**src/sv/pdlc_pkg.sv**
```systemverilog
package pdlc_pkg;

    // password length and derived widths
    localparam int PASS_LEN = 5;
    localparam int POS_W    = $clog2(PASS_LEN + 1);

    // item queue between front and back
    localparam int FIFO_DEPTH = 4;
    localparam int FIFO_AW    = $clog2(FIFO_DEPTH);
    localparam int FIFO_CW    = $clog2(FIFO_DEPTH + 1);

    // port widths
    localparam int CFG_AW    = 3;
    localparam int CFG_DW    = 8;
    localparam int S_DATA_W  = 8;
    localparam int M_DATA_W  = 16;
    localparam int SEQ_W     = 10;

    // configuration register indexes
    localparam logic [CFG_AW-1:0] CFG_MAX_FAILURES  = 3'd0;
    localparam logic [CFG_AW-1:0] CFG_UNLOCK_TICKS  = 3'd1;
    localparam logic [CFG_AW-1:0] CFG_HOLD_TICKS    = 3'd2;
    localparam logic [CFG_AW-1:0] CFG_LOCK_TICKS    = 3'd3;
    localparam logic [CFG_AW-1:0] CFG_LOCKOUT_TICKS = 3'd4;

    // configuration reset values
    localparam logic [2:0] RST_MAX_FAILURES  = 3'd2;
    localparam logic [7:0] RST_UNLOCK_TICKS  = 8'd1;
    localparam logic [7:0] RST_HOLD_TICKS    = 8'd1;
    localparam logic [7:0] RST_LOCK_TICKS    = 8'd1;
    localparam logic [7:0] RST_LOCKOUT_TICKS = 8'd5;

    // link characters
    localparam logic [7:0] CH_PLUS  = 8'h2B;
    localparam logic [7:0] CH_MINUS = 8'h2D;
    localparam logic [7:0] CH_YES   = 8'h79;
    localparam logic [7:0] CH_NO    = 8'h78;
    localparam logic [7:0] CH_MOTOR = 8'h6D;
    localparam logic [7:0] CH_CHG   = 8'h63;
    localparam logic [7:0] CH_UNMAT = 8'h75;

    // motor drive codes
    localparam logic [1:0] MOTOR_STOP = 2'd0;
    localparam logic [1:0] MOTOR_CW   = 2'd1;
    localparam logic [1:0] MOTOR_CCW  = 2'd2;

    // controller phase
    typedef enum logic [4:0] {
        PH_SETUP1  = 5'b00001,
        PH_SETUP2  = 5'b00010,
        PH_NORMAL  = 5'b00100,
        PH_DOOR    = 5'b01000,
        PH_LOCKOUT = 5'b10000
    } pdlc_phase_t;

    // classified input item
    typedef struct packed {
        logic       is_tick;
        logic       is_plus;
        logic       is_minus;
        logic [7:0] data;
    } pdlc_item_t;

endpackage

```
**src/sv/pdlc_front.sv**
```systemverilog
module pdlc_front
    import pdlc_pkg::*;
(
    input  logic                aclk,
    input  logic                aresetn,
    input  logic                s_axis_tvalid,
    output logic                s_axis_tready,
    input  logic [S_DATA_W-1:0] s_axis_tdata,
    input  logic                s_axis_tuser,
    output logic                item_valid,
    output pdlc_item_t          item,
    input  logic                item_ready
);

    logic       item_valid_reg;
    pdlc_item_t item_reg;
    pdlc_item_t item_next;

    // classify the incoming transaction
    always_comb begin
        item_next.is_tick  = s_axis_tuser;
        item_next.is_plus  = !s_axis_tuser && (s_axis_tdata == CH_PLUS);
        item_next.is_minus = !s_axis_tuser && (s_axis_tdata == CH_MINUS);
        item_next.data     = s_axis_tdata;
    end

    assign s_axis_tready = !item_valid_reg || item_ready;

    // one-entry input stage
    always_ff @(posedge aclk) begin
        if (!aresetn) begin
            item_valid_reg <= 1'b0;
        end else if (s_axis_tvalid && s_axis_tready) begin
            item_valid_reg <= 1'b1;
        end else if (item_ready) begin
            item_valid_reg <= 1'b0;
        end
    end

    always_ff @(posedge aclk) begin
        if (s_axis_tvalid && s_axis_tready) begin
            item_reg <= item_next;
        end
    end

    assign item_valid = item_valid_reg;
    assign item       = item_reg;

endmodule

```
**src/sv/pdlc_fifo.sv**
```systemverilog
module pdlc_fifo
    import pdlc_pkg::*;
(
    input  logic       aclk,
    input  logic       aresetn,
    input  logic       push_valid,
    output logic       push_ready,
    input  pdlc_item_t push_item,
    output logic       pop_valid,
    input  logic       pop_ready,
    output pdlc_item_t pop_item
);

    pdlc_item_t entry_reg [FIFO_DEPTH];
    logic [FIFO_AW-1:0] wr_ptr_reg;
    logic [FIFO_AW-1:0] rd_ptr_reg;
    logic [FIFO_CW-1:0] count_reg;
    logic               do_push;
    logic               do_pop;

    assign push_ready = (count_reg != FIFO_CW'(FIFO_DEPTH));
    assign pop_valid  = (count_reg != '0);
    assign pop_item   = entry_reg[rd_ptr_reg];
    assign do_push    = push_valid && push_ready;
    assign do_pop     = pop_valid && pop_ready;

    // pointers and fill level
    always_ff @(posedge aclk) begin
        if (!aresetn) begin
            wr_ptr_reg <= '0;
            rd_ptr_reg <= '0;
            count_reg  <= '0;
        end else begin
            if (do_push) begin
                wr_ptr_reg <= wr_ptr_reg + FIFO_AW'(1);
            end
            if (do_pop) begin
                rd_ptr_reg <= rd_ptr_reg + FIFO_AW'(1);
            end
            if (do_push && !do_pop) begin
                count_reg <= count_reg + FIFO_CW'(1);
            end else if (!do_push && do_pop) begin
                count_reg <= count_reg - FIFO_CW'(1);
            end
        end
    end

    // entry storage
    always_ff @(posedge aclk) begin
        if (do_push) begin
            entry_reg[wr_ptr_reg] <= push_item;
        end
    end

endmodule

```
**src/sv/pdlc_back.sv**
```systemverilog
module pdlc_back
    import pdlc_pkg::*;
(
    input  logic                aclk,
    input  logic                aresetn,
    input  logic                cfg_we,
    input  logic [CFG_AW-1:0]   cfg_addr,
    input  logic [CFG_DW-1:0]   cfg_wdata,
    input  logic                item_valid,
    output logic                item_ready,
    input  pdlc_item_t          item,
    output logic                m_axis_tvalid,
    input  logic                m_axis_tready,
    output logic [M_DATA_W-1:0] m_axis_tdata,
    output logic                m_axis_tuser
);

    // configuration
    logic [2:0] max_fail_reg;
    logic [7:0] unlock_reg;
    logic [7:0] hold_reg;
    logic [7:0] lock_reg;
    logic [7:0] lockout_reg;

    // controller state
    pdlc_phase_t      phase_reg, phase_next;
    logic [POS_W-1:0] pos_reg, pos_next;
    logic             matched_reg, matched_next;
    logic [2:0]       fail_reg, fail_next;
    logic [SEQ_W-1:0] seq_reg, seq_next;
    logic [7:0]       first_reg [PASS_LEN];
    logic [7:0]       saved_reg [PASS_LEN];

    // output register
    logic                m_valid_reg;
    logic                m_user_reg;
    logic [M_DATA_W-1:0] m_data_reg;

    logic             take;
    logic             first_we;
    logic             saved_copy;
    logic [7:0]       first_rd;
    logic [7:0]       saved_rd;
    logic             reply_valid;
    logic [7:0]       reply_byte;
    logic [1:0]       motor_mode;
    logic             buzz_level;
    logic             busy;
    logic [SEQ_W-1:0] seq_inc;
    logic [SEQ_W-1:0] t_unlock_end;
    logic [SEQ_W-1:0] t_hold_end;
    logic [SEQ_W-1:0] t_door_end;
    logic [SEQ_W-1:0] t_lockout_end;
    logic [3:0]       fail_inc;

    assign take       = item_valid && (!m_valid_reg || m_axis_tready);
    assign item_ready = !m_valid_reg || m_axis_tready;

    // configuration writes
    always_ff @(posedge aclk) begin
        if (!aresetn) begin
            max_fail_reg <= RST_MAX_FAILURES;
            unlock_reg   <= RST_UNLOCK_TICKS;
            hold_reg     <= RST_HOLD_TICKS;
            lock_reg     <= RST_LOCK_TICKS;
            lockout_reg  <= RST_LOCKOUT_TICKS;
        end else if (cfg_we) begin
            case (cfg_addr)
                CFG_MAX_FAILURES:  max_fail_reg <= cfg_wdata[2:0];
                CFG_UNLOCK_TICKS:  unlock_reg   <= cfg_wdata;
                CFG_HOLD_TICKS:    hold_reg     <= cfg_wdata;
                CFG_LOCK_TICKS:    lock_reg     <= cfg_wdata;
                CFG_LOCKOUT_TICKS: lockout_reg  <= cfg_wdata;
                default: ;
            endcase
        end
    end

    // segment boundaries of the door sequence and lockout
    assign t_unlock_end  = SEQ_W'(1) + {2'b00, unlock_reg};
    assign t_hold_end    = t_unlock_end + {2'b00, hold_reg};
    assign t_door_end    = t_hold_end + {2'b00, lock_reg};
    assign t_lockout_end = SEQ_W'(1) + {2'b00, lockout_reg};
    assign seq_inc       = seq_reg + SEQ_W'(1);
    assign fail_inc      = {1'b0, fail_reg} + 4'd1;

    // stored password bytes at the current position
    always_comb begin
        first_rd = '0;
        saved_rd = '0;
        for (int i = 0; i < PASS_LEN; i++) begin
            if (pos_reg == POS_W'(i)) begin
                first_rd = first_reg[i];
                saved_rd = saved_reg[i];
            end
        end
    end

    // step the controller on one item
    always_comb begin
        phase_next   = phase_reg;
        pos_next     = pos_reg;
        matched_next = matched_reg;
        fail_next    = fail_reg;
        seq_next     = seq_reg;
        first_we     = 1'b0;
        saved_copy   = 1'b0;
        reply_valid  = 1'b0;
        reply_byte   = '0;
        case (phase_reg)
            PH_DOOR, PH_LOCKOUT: begin
                if (item.is_tick) begin
                    if (seq_inc >= ((phase_reg == PH_DOOR) ? t_door_end : t_lockout_end)) begin
                        phase_next   = PH_NORMAL;
                        seq_next     = '0;
                        pos_next     = '0;
                        matched_next = 1'b1;
                    end else begin
                        seq_next = seq_inc;
                    end
                end
            end
            PH_SETUP1: begin
                if (!item.is_tick) begin
                    first_we = 1'b1;
                    if (pos_reg == POS_W'(PASS_LEN - 1)) begin
                        phase_next   = PH_SETUP2;
                        pos_next     = '0;
                        matched_next = 1'b1;
                    end else begin
                        pos_next = pos_reg + POS_W'(1);
                    end
                end
            end
            PH_SETUP2: begin
                if (!item.is_tick) begin
                    if (pos_reg == POS_W'(PASS_LEN - 1)) begin
                        reply_valid = 1'b1;
                        if (matched_reg && (first_rd == item.data)) begin
                            reply_byte = CH_YES;
                            saved_copy = 1'b1;
                            phase_next = PH_NORMAL;
                        end else begin
                            reply_byte = CH_NO;
                            phase_next = PH_SETUP1;
                        end
                        pos_next     = '0;
                        matched_next = 1'b1;
                    end else begin
                        pos_next     = pos_reg + POS_W'(1);
                        matched_next = matched_reg && (first_rd == item.data);
                    end
                end
            end
            PH_NORMAL: begin
                if (!item.is_tick) begin
                    if (pos_reg < POS_W'(PASS_LEN)) begin
                        pos_next     = pos_reg + POS_W'(1);
                        matched_next = matched_reg && (saved_rd == item.data);
                    end else begin
                        // command byte after a full password
                        if (!matched_reg) begin
                            reply_valid = 1'b1;
                            reply_byte  = CH_UNMAT;
                            if (fail_inc > {1'b0, max_fail_reg}) begin
                                fail_next  = '0;
                                phase_next = PH_LOCKOUT;
                                seq_next   = '0;
                            end else begin
                                fail_next = fail_inc[2:0];
                            end
                        end else if (item.is_plus) begin
                            reply_valid = 1'b1;
                            reply_byte  = CH_MOTOR;
                            fail_next   = '0;
                            phase_next  = PH_DOOR;
                            seq_next    = '0;
                        end else if (item.is_minus) begin
                            reply_valid = 1'b1;
                            reply_byte  = CH_CHG;
                            fail_next   = '0;
                            phase_next  = PH_SETUP1;
                        end
                        pos_next     = '0;
                        matched_next = 1'b1;
                    end
                end
            end
            default: ;
        endcase
    end

    // actuator levels after the step
    always_comb begin
        motor_mode = MOTOR_STOP;
        if (phase_next == PH_DOOR && seq_next != '0) begin
            if (seq_next < t_unlock_end) begin
                motor_mode = MOTOR_CW;
            end else if (seq_next < t_hold_end) begin
                motor_mode = MOTOR_STOP;
            end else if (seq_next < t_door_end) begin
                motor_mode = MOTOR_CCW;
            end
        end
        buzz_level = (phase_next == PH_LOCKOUT) && (seq_next != '0) &&
                     (seq_next < t_lockout_end);
        busy       = (phase_next == PH_DOOR) || (phase_next == PH_LOCKOUT);
    end

    // control state
    always_ff @(posedge aclk) begin
        if (!aresetn) begin
            phase_reg   <= PH_SETUP1;
            pos_reg     <= '0;
            matched_reg <= 1'b1;
            fail_reg    <= '0;
            seq_reg     <= '0;
        end else if (take) begin
            phase_reg   <= phase_next;
            pos_reg     <= pos_next;
            matched_reg <= matched_next;
            fail_reg    <= fail_next;
            seq_reg     <= seq_next;
        end
    end

    // password storage
    always_ff @(posedge aclk) begin
        for (int i = 0; i < PASS_LEN; i++) begin
            if (take && first_we && pos_reg == POS_W'(i)) begin
                first_reg[i] <= item.data;
            end
            if (take && saved_copy) begin
                saved_reg[i] <= first_reg[i];
            end
        end
    end

    // result register
    always_ff @(posedge aclk) begin
        if (!aresetn) begin
            m_valid_reg <= 1'b0;
        end else if (take) begin
            m_valid_reg <= 1'b1;
        end else if (m_axis_tready) begin
            m_valid_reg <= 1'b0;
        end
    end

    always_ff @(posedge aclk) begin
        if (take) begin
            m_user_reg <= reply_valid;
            m_data_reg <= {4'b0000, busy, buzz_level, motor_mode, reply_byte};
        end
    end

    assign m_axis_tvalid = m_valid_reg;
    assign m_axis_tuser  = m_user_reg;
    assign m_axis_tdata  = m_data_reg;

endmodule

```
**src/sv/password_door_lock_controller.sv**
```systemverilog
// Password door lock controller.
// Input stream s_axis: one transaction per event. s_axis_tuser says what it is
// (0 a byte received on the link, 1 a one-second tick); s_axis_tdata holds the
// received byte, which ticks ignore.
// Output stream m_axis: exactly one transaction per input transaction, in order.
// m_axis_tuser is set when m_axis_tdata[7:0] carries a reply character to send
// on the link; the upper bits give motor drive, buzzer and busy after the event.
// Configuration: a write with cfg_we high stores cfg_wdata into the register
// selected by cfg_addr (0 max failures, 1 unlock, 2 hold, 3 lock, 4 lockout
// ticks); other indexes are ignored. Write only while the block is idle.
// Path: the input stage registers an accepted transaction, the item queue
// stores it, then the result register loads its result onto m_axis.
// Throughput: one transaction per cycle while m_axis_tready is high, set by
// the controller stepping one queued item per cycle.
// Reset (aresetn low, synchronous) empties the pipeline and puts the block into
// setup, waiting for the first copy of a new password; configuration returns to
// 2, 1, 1, 1, 5. When m_axis_tready is low the result register holds, the queue
// fills, and s_axis_tready drops once the queue and input stage are full.
module password_door_lock_controller
    import pdlc_pkg::*;
(
    input  logic                aclk,
    input  logic                aresetn,
    input  logic                cfg_we,
    input  logic [CFG_AW-1:0]   cfg_addr,
    input  logic [CFG_DW-1:0]   cfg_wdata,
    input  logic                s_axis_tvalid,
    output logic                s_axis_tready,
    input  logic [S_DATA_W-1:0] s_axis_tdata,   // [7:0] data_byte
    input  logic                s_axis_tuser,   // [0] cmd
    output logic                m_axis_tvalid,
    input  logic                m_axis_tready,
    // [7:0] reply_byte, [9:8] motor_mode, [10] buzzer, [11] busy_res
    output logic [M_DATA_W-1:0] m_axis_tdata,
    output logic                m_axis_tuser    // [0] reply_valid
);

    logic       front_valid;
    logic       front_ready;
    pdlc_item_t front_item;
    logic       queue_valid;
    logic       queue_ready;
    pdlc_item_t queue_item;

    // accept and classify
    pdlc_front u_front (
        .aclk          (aclk),
        .aresetn       (aresetn),
        .s_axis_tvalid (s_axis_tvalid),
        .s_axis_tready (s_axis_tready),
        .s_axis_tdata  (s_axis_tdata),
        .s_axis_tuser  (s_axis_tuser),
        .item_valid    (front_valid),
        .item          (front_item),
        .item_ready    (front_ready)
    );

    // decoupling queue
    pdlc_fifo u_fifo (
        .aclk       (aclk),
        .aresetn    (aresetn),
        .push_valid (front_valid),
        .push_ready (front_ready),
        .push_item  (front_item),
        .pop_valid  (queue_valid),
        .pop_ready  (queue_ready),
        .pop_item   (queue_item)
    );

    // lock controller and result register
    pdlc_back u_back (
        .aclk          (aclk),
        .aresetn       (aresetn),
        .cfg_we        (cfg_we),
        .cfg_addr      (cfg_addr),
        .cfg_wdata     (cfg_wdata),
        .item_valid    (queue_valid),
        .item_ready    (queue_ready),
        .item          (queue_item),
        .m_axis_tvalid (m_axis_tvalid),
        .m_axis_tready (m_axis_tready),
        .m_axis_tdata  (m_axis_tdata),
        .m_axis_tuser  (m_axis_tuser)
    );

    // a turning motor means the door sequence is running
    a_motor_busy: assert property (@(posedge aclk) disable iff (!aresetn)
        m_axis_tvalid && (m_axis_tdata[9:8] != MOTOR_STOP) |-> m_axis_tdata[11])
        else $error("motor driven while not busy");

    // buzzer and motor never active together
    a_buzz_motor: assert property (@(posedge aclk) disable iff (!aresetn)
        m_axis_tvalid && m_axis_tdata[10] |->
            (m_axis_tdata[9:8] == MOTOR_STOP) && m_axis_tdata[11])
        else $error("buzzer sounding outside lockout");

    // no reply character without a reply flag
    a_reply_zero: assert property (@(posedge aclk) disable iff (!aresetn)
        m_axis_tvalid && !m_axis_tuser |-> (m_axis_tdata[7:0] == 8'h00))
        else $error("reply byte set without reply flag");

endmodule
```
**config.mk**
```make
export PLATFORM = sky130hd
export DESIGN_NAME = password_door_lock_controller
export DESIGN_NICKNAME = d
export VERILOG_FILES = /design/src/sv/pdlc_pkg.sv /design/src/sv/pdlc_front.sv /design/src/sv/pdlc_fifo.sv /design/src/sv/pdlc_back.sv /design/src/sv/password_door_lock_controller.sv
export SDC_FILE = /design/constraint.sdc
export NUM_CORES = 1
export LEC_CHECK = 0
export BUFFER_PORTS_ARGS = -buffer_cell sky130_fd_sc_hd__buf_2
export CAP_MARGIN = 20
export CORE_MARGIN = 1
export CORE_UTILIZATION = 60
export CTS_CLUSTER_SIZE = 8
export DETAILED_ROUTE_END_ITERATION = 10
export GPL_TIMING_DRIVEN = 0
export MAX_ROUTING_LAYER = met4
export PLACE_DENSITY = 0.81
export SYNTH_ARGS = -nofsm -noshare
export SYNTH_HDL_FRONTEND = slang
export SYNTH_SLANG_ARGS = --single-unit
```
**constraint.sdc**
```tcl
create_clock -name aclk -period 9.4 [get_ports aclk]
set_input_delay 0.94 -clock aclk [delete_from_list [all_inputs] [get_ports aclk]]
set_output_delay 0.94 -clock aclk [all_outputs]
set_load 0.03 [all_outputs]
```
### Word-level counts from Yosys, hierarchy flattened

Memory sizes are Yosys's and may differ from the RTL's. A register that Yosys moved wholly into a read port is not among the register bits.
Index checks and enable logic that the tools add are counted.

| storage, ports and cells | value |
|---|---|
| word-level logic and storage cells | 239 |
| memories | 3 |
| register bits after elaboration | 90 |
| ROM bits | 0 |
| memory bits (writable) | 124 |
| output and inout bits | 19 |
| latch bits | 0 |

Memories:

| memory | depth | width | read ports | clocked after memory_dff | write ports | line | text |
|---|---|---|---|---|---|---|---|
| u_fifo.entry_reg | 4 | 11 | 1 | 1 | 1 | pdlc_fifo.sv:14 | `pdlc_item_t entry_reg [FIFO_DEPTH];` |
| u_back.first_reg | 5 | 8 | 5 | 0 | 1 | pdlc_back.sv:31 | `logic [7:0] first_reg [PASS_LEN];` |
| u_back.saved_reg | 5 | 8 | 5 | 0 | 5 | pdlc_back.sv:32 | `logic [7:0] saved_reg [PASS_LEN];` |

| cells by class | value |
|---|---|
| $mul | 0 |
| shift-type cells | 0 |
| muxes and demuxes | 113 |
| reductions and logical operators | 51 |
| add/subtract/negate cells | 11 |
| bitwise operators | 3 |
| order comparisons | 7 |
| divide/modulo/power cells | 0 |
| equality and inequality tests | 28 |

Operators with widths:

| kind | count |
|---|---|
| $mux 8 | 20 |
| $mux 10 | 8 |
| $mux 5 | 12 |
| $mux 3 | 17 |
| $mux 1 | 46 |
| $lt 10x10->1 | 4 |
| $reduce_or 8->1 | 4 |
| $add 10x8->10 | 2 |
| $pmux 10 s2 | 1 |
| $pmux 5 s4 | 1 |
| $logic_and 1x1->1 | 19 |
| $add 1x8->9 const A | 2 |
| $eq 8x6->1 const B | 2 |
| $eq 8x8->1 | 2 |
| $pmux 8 s2 | 1 |
| $eq 3x2->1 const B | 4 |
| $add 10x1->10 const B | 1 |
| $eq 5x4->1 const B | 2 |
| $eq 5x5->1 const B | 2 |
| $ge 10x10->1 | 1 |
| $reduce_and 2->1 | 5 |
| $reduce_bool 10->1 | 1 |
| $pmux 3 s3 | 1 |
| $ne 2x2->1 const B | 4 |
| 29 further kinds | 51 |

### Longest topological paths before layout

| logic depth | value |
|---|---|
| depth after elaboration | 16 |
| gate-level depth with buffers | 31 |
| depth with buffers taken out | 31 |

### Modules after synthesis

Synthesis repeated with hierarchy kept, for this count alone.

| second synthesis, totals | value |
|---|---|
| cell total of the unflattened synthesis | 1,063 |
| area total of the unflattened synthesis | 11,584.9 sq um |

By module, submodules not included:

| module | sequential area each (sq um) | cells an instance | times used | area each (sq um) |
|---|---|---|---|---|
| pdlc_back | 3,863.7 | 937 | 1 | 9,047.4 |
| pdlc_fifo | 1,501.4 | 105 | 1 | 2,110.8 |
| pdlc_front | 350.3 | 21 | 1 | 426.7 |

### Least setup slack after synthesis

Ideal clock, no wire load.

| path | value |
|---|---|
| path kind | flip-flop to flip-flop |
| start | register u_back.unlock_reg[0] |
| end | register u_back.m_data_reg[9] (netlist: u_back.m_axis_tdata[9]) (data pin) |
| buffers on the path | 0 |
| setup slack | 3,357 ps |
| data arrival time | 5,868 ps |
| stages on the path, launching flop included | 30 |
| data required time | 9,225 ps |
| cells stage by stage | dfxtp_1 -> ha_1 -> ha_1 -> a21o_1 -> a21oi_1 -> o21bai_1 -> a21oi_1 -> o21bai_1 -> a21oi_1 -> xnor2_1 -> ha_1 -> a21o_1 -> a31oi_1 -> xor2_1 -> mux2_2 -> ha_1 -> o21a_1 -> nor2_1 -> a211oi_1 -> or3_1 -> o21ai_0 -> ha_1 -> a21oi_1 -> nor2b_1 -> o21ai_0 -> a21oi_1 -> nor3_1 -> nor2_1 -> a2111oi_0 -> nor4bb_1 |

| between the ends | value |
|---|---|
| word-level cells in the longest chain between the ends | 12 |
| elaborated cells between the ends (all ways) | 20 |
| those cells by class | add/sub (3); order compare (4); eq/ne (1); mux (8); bitwise (1); reduce/logical (3) |

Ends and longest elaborated chain:

| what | line | text |
|---|---|---|
| start: declaration | pdlc_back.sv:20 | `logic [7:0] unlock_reg;` |
| start signal: assignment | pdlc_back.sv:70 | `CFG_UNLOCK_TICKS: unlock_reg <= cfg_wdata;` |
| $add 1x8->9 * | pdlc_back.sv:80 | `assign t_unlock_end = SEQ_W'(1) + {2'b00, unlock_reg};` |
| $add 10x8->10 * | pdlc_back.sv:81 | `assign t_hold_end = t_unlock_end + {2'b00, hold_reg};` |
| $add 10x8->10 * | pdlc_back.sv:82 | `assign t_door_end = t_hold_end + {2'b00, lock_reg};` |
| $mux 10 * | pdlc_back.sv:113 | `if (seq_inc >= ((phase_reg == PH_DOOR) ? t_door_end : t_lockout_end)) begin` |
| $ge 10x10->1 * | pdlc_back.sv:113 |  |
| $mux 10 * | pdlc_back.sv:113 |  |
| $mux 10 * | pdlc_back.sv:112 | `if (item.is_tick) begin` |
| $pmux 10 s2 * | pdlc_back.sv:110 | `case (phase_reg)` |
| named net u_back.seq_next[3] | pdlc_back.sv:30 | `logic [SEQ_W-1:0] seq_reg, seq_next;` |
| parallel branches: the longest is 4 deep, another holds $lt 10x10->1 | n/a |  |
| end signal: assignment | pdlc_back.sv:253 | `m_data_reg <= {4'b0000, busy, buzz_level, motor_mode, reply_byte};` |
| end: declaration | pdlc_back.sv:37 | `logic [M_DATA_W-1:0] m_data_reg;` |

Mark *: on every way through the listed nets, which the timed path passes.
A chain may end at the register's enable or synchronous reset.

### Worst setup path in the final report

Same ends and word-level chain as after synthesis.

==> results.sh <==
export IMPL_status="completed"
export IMPL_grt_overflow=0
export IMPL_fin_skew_ns=0.0298
export IMPL_area_growth_pct=12.4
export IMPL_dpl_cell_area_um2=11800
export IMPL_wirelength_um=26500
export IMPL_cts_repair_resized=0
export IMPL_dp_hpwl_um=18800
export IMPL_fmax_mhz=134
export IMPL_netlist_area_um2=11300
export IMPL_die_w_um=139
export IMPL_powerDensity_nw_per_um2=246
export IMPL_power_mw=3.12
export IMPL_drc=0
export IMPL_insertion_delay_ns=0.56
export IMPL_ys_types=84
export IMPL_drive_gt1_frac=0.105
export IMPL_layout_setup_ws_ns=1.94
export IMPL_stdcell_area_um2=12700
export IMPL_met1_length_um=11600
export IMPL_dp_cells=1322
export IMPL_worst_endpoint_required_ns=9.77
export IMPL_cts_htree_levels=1
export IMPL_coreArea_um2=18200
export IMPL_slowest_delay_ns=0.75
export IMPL_io_pins=44
export IMPL_cts_tree="done"
export IMPL_grt_pass1_wl_um=42300
export IMPL_via_per_inst=6.05
export IMPL_rsz0062_at_grt="no"
export IMPL_cts_buffers=30
export IMPL_power_leakage_nw=4.86
export IMPL_syn_instance_count=1051
export IMPL_period_minus_slack_ns=7.46
export IMPL_synth_seq_area_share=0.505
export IMPL_die_area_um2=19400
export IMPL_critPathCaptureType="register"
export IMPL_largest_reg_flops=44
export IMPL_slew_headroom=0.261
export IMPL_num_rows=49
export IMPL_cp_arrival_ns=7.84
export IMPL_synth_edf_count=145
export IMPL_ir_drop_mv=0.176
export IMPL_cp_num_buf_inv=0
export IMPL_avgSynthCellArea_um2=10.8
export IMPL_dp_slack_ns=2.12
export IMPL_dr_pass1_iters=5
export IMPL_yosys_warnings=0
export IMPL_start_util=0.621
export IMPL_clk_pin_slew_ns=0.06
export IMPL_worstMarginPinSlew_ns=1.11
export IMPL_hold_violations=0
export IMPL_min_path_type="reg -> reg"
export IMPL_antennaDiodeCount=0
export IMPL_routabilityCongestion=0.951
export IMPL_grtUsageTotal=0.286
export IMPL_dr_wl_met3_um=1930
export IMPL_root_buffer="clkbuf_16"
export IMPL_clock_sinks=213
export IMPL_drv_cap=0
export IMPL_crit_path_max_fanout=5
export IMPL_setup_tns_ns=0
export IMPL_cts_path_max_buffers=3
export IMPL_synth_flop_cell="edfxtp_1"
export IMPL_dr_max_layer_used="met4"
export IMPL_n_fill_cell=1312
export IMPL_met2_length_um=12300
export IMPL_drt_iter0_drc=759
export IMPL_portBuffers=37
export IMPL_post_cts_buffers=0
export IMPL_finalMaxSlewViolations=0
export IMPL_critPathSlowestCell="o21ai_0"
export IMPL_finalCritPeriodShare=0.794
export IMPL_ant_nets=0
export IMPL_fp_dieH_um=139
export IMPL_wl_per_cell_um=19.2
export IMPL_grt_max_degree=25
export IMPL_reg2reg_slack_ns=1.94
export IMPL_finalNonFillerCells=1377
export IMPL_ys_async_sr_fraction=0
export IMPL_cp_start_kind="register"
export IMPL_setup_violations=0
export IMPL_critPathKind="reg -> reg"
export IMPL_dr_total_vias=8335
export IMPL_nets=1234
export IMPL_hold_buffers=0
export IMPL_antenna_found_initial=0
export IMPL_grt_pass1_vias=8295
export IMPL_path_delay_family="compound AO/OA/AOI/OAI gates"
export IMPL_synth_seq_cells=213
[Yosys cell counts, types with 5 or more instances]
master | instances | area, um2
a211oi_1 | 18 | 135
a21o_1 | 16 | 120
a21oi_1 | 84 | 420
a221oi_1 | 6 | 52.6
a31oi_1 | 9 | 56.3
and2_1 | 9 | 56.3
and3_1 | 5 | 31.3
and4_1 | 5 | 43.8
buf_4 | 7 | 52.6
clkbuf_1 | 31 | 116
dfxtp_1 | 68 | 1360
edfxtp_1 | 145 | 4350
ha_1 | 78 | 976
inv_1 | 49 | 184
mux2_2 | 6 | 67.6
mux2i_1 | 6 | 60.1
mux4_1 | 7 | 184
nand2_1 | 129 | 484
nand2b_1 | 6 | 37.5
nand3_1 | 30 | 150
nand3b_1 | 16 | 120
nand4_1 | 7 | 43.8
nor2_1 | 73 | 274
nor2b_1 | 16 | 100
nor3_1 | 16 | 80.1
nor3b_1 | 5 | 37.5
nor4_1 | 6 | 37.5
o211ai_1 | 6 | 45.0
o21a_1 | 5 | 37.5
o21ai_0 | 27 | 135
o21bai_1 | 5 | 37.5
o221ai_1 | 10 | 87.6
or3_1 | 12 | 75.1
xnor2_1 | 27 | 236
xor2_1 | 28 | 245
[final timing paths]
path                                           from  depth (start not counted)                                    to
hold / removal    u_back.first_reg[0][10]$_DFFE_PP_                          0     u_back.saved_reg[0][10]$_DFFE_PP_
setup / recovery  u_back.unlock_reg[0]$_SDFFE_PN1P_                         29  u_back.m_axis_tdata[9]$_SDFFCE_PP0P_
hold reg to reg   u_back.first_reg[0][10]$_DFFE_PP_                          0     u_back.saved_reg[0][10]$_DFFE_PP_
setup reg to reg  u_back.unlock_reg[0]$_SDFFE_PN1P_                         29  u_back.m_axis_tdata[9]$_SDFFCE_PP0P_
[placed cells by master, fill, tap and decap left out, types with 10 or more instances in the layout]
master / n
a21oi_1: 84
edfxtp_1: 145
nand3b_1: 16
or3_1: 12
o21ai_0: 27
clkbuf_16: 30
nor2_1: 72
a211oi_1: 18
o221ai_1: 10
ha_1: 78
clkbuf_1: 52
xnor2_1: 27
nor2b_1: 16
inv_1: 49
nand3_1: 30
nor3_1: 16
a21o_1: 16
nand2_1: 129
xor2_1: 28
buf_2: 43
dfxtp_1: 68
[report_power, final]
| part | leakage (nW) | internal (mW) | switching [mW] | total [mW] |
|---|---|---|---|---|
| Sequential | 1.88 | 1.12 | 0.0576 | 1.18 |
| Combinational | 2.57 | 0.356 | 0.603 | 0.959 |
| Clock | 0.406 | 0.592 | 0.392 | 0.984 |
[layer usage]
layer  global-route usage  vias up
li1                     -     3997
met1                0.369     3979
met2                0.459      308
met3               0.0526       51
met4               0.0912        0
met5                    -        -
[per-stage QoR]
step           hold slack, ns  utilization
2_1_floorplan           0.426            -
3_3_place_gp            0.430        0.648
3_5_place_dp            0.433        0.650
4_1_cts                 0.448        0.697
5_1_grt                 0.466        0.698
6_report                0.451        0.698
[cell type report]
class / count / area (um2) / share of cell area
clock inverters: 1 / 30.0 / 0.00236
plain buffers: 46 / 234 / 0.0184
clock buffers: 51 / 830 / 0.0653
well taps: 229 / 287 / 0.0225
inverters: 51 / 191 / 0.0151
multi-input cells: 745 / 5190 / 0.408
repair buffers: 41 / 230 / 0.0181
flip-flops and latches: 213 / 5720 / 0.450
[cells by family (layout without fill, tap and decap cells)]
kind of cell,Yosys count,in the layout,share of synthesized area
AND/OR/NAND/NOR,359,359,0.158
AO/OA/AOI/OAI,222,222,0.129
flip-flops,213,213,0.505
buffers and inverters,97,190,0.0376
adder cells (fa/ha/maj),81,81,0.0916
XOR/XNOR,55,55,0.0426
multiplexers,23,23,0.0355
other,1,5,0.000332
No activity file was read; power rests on OpenSTA's default activity.
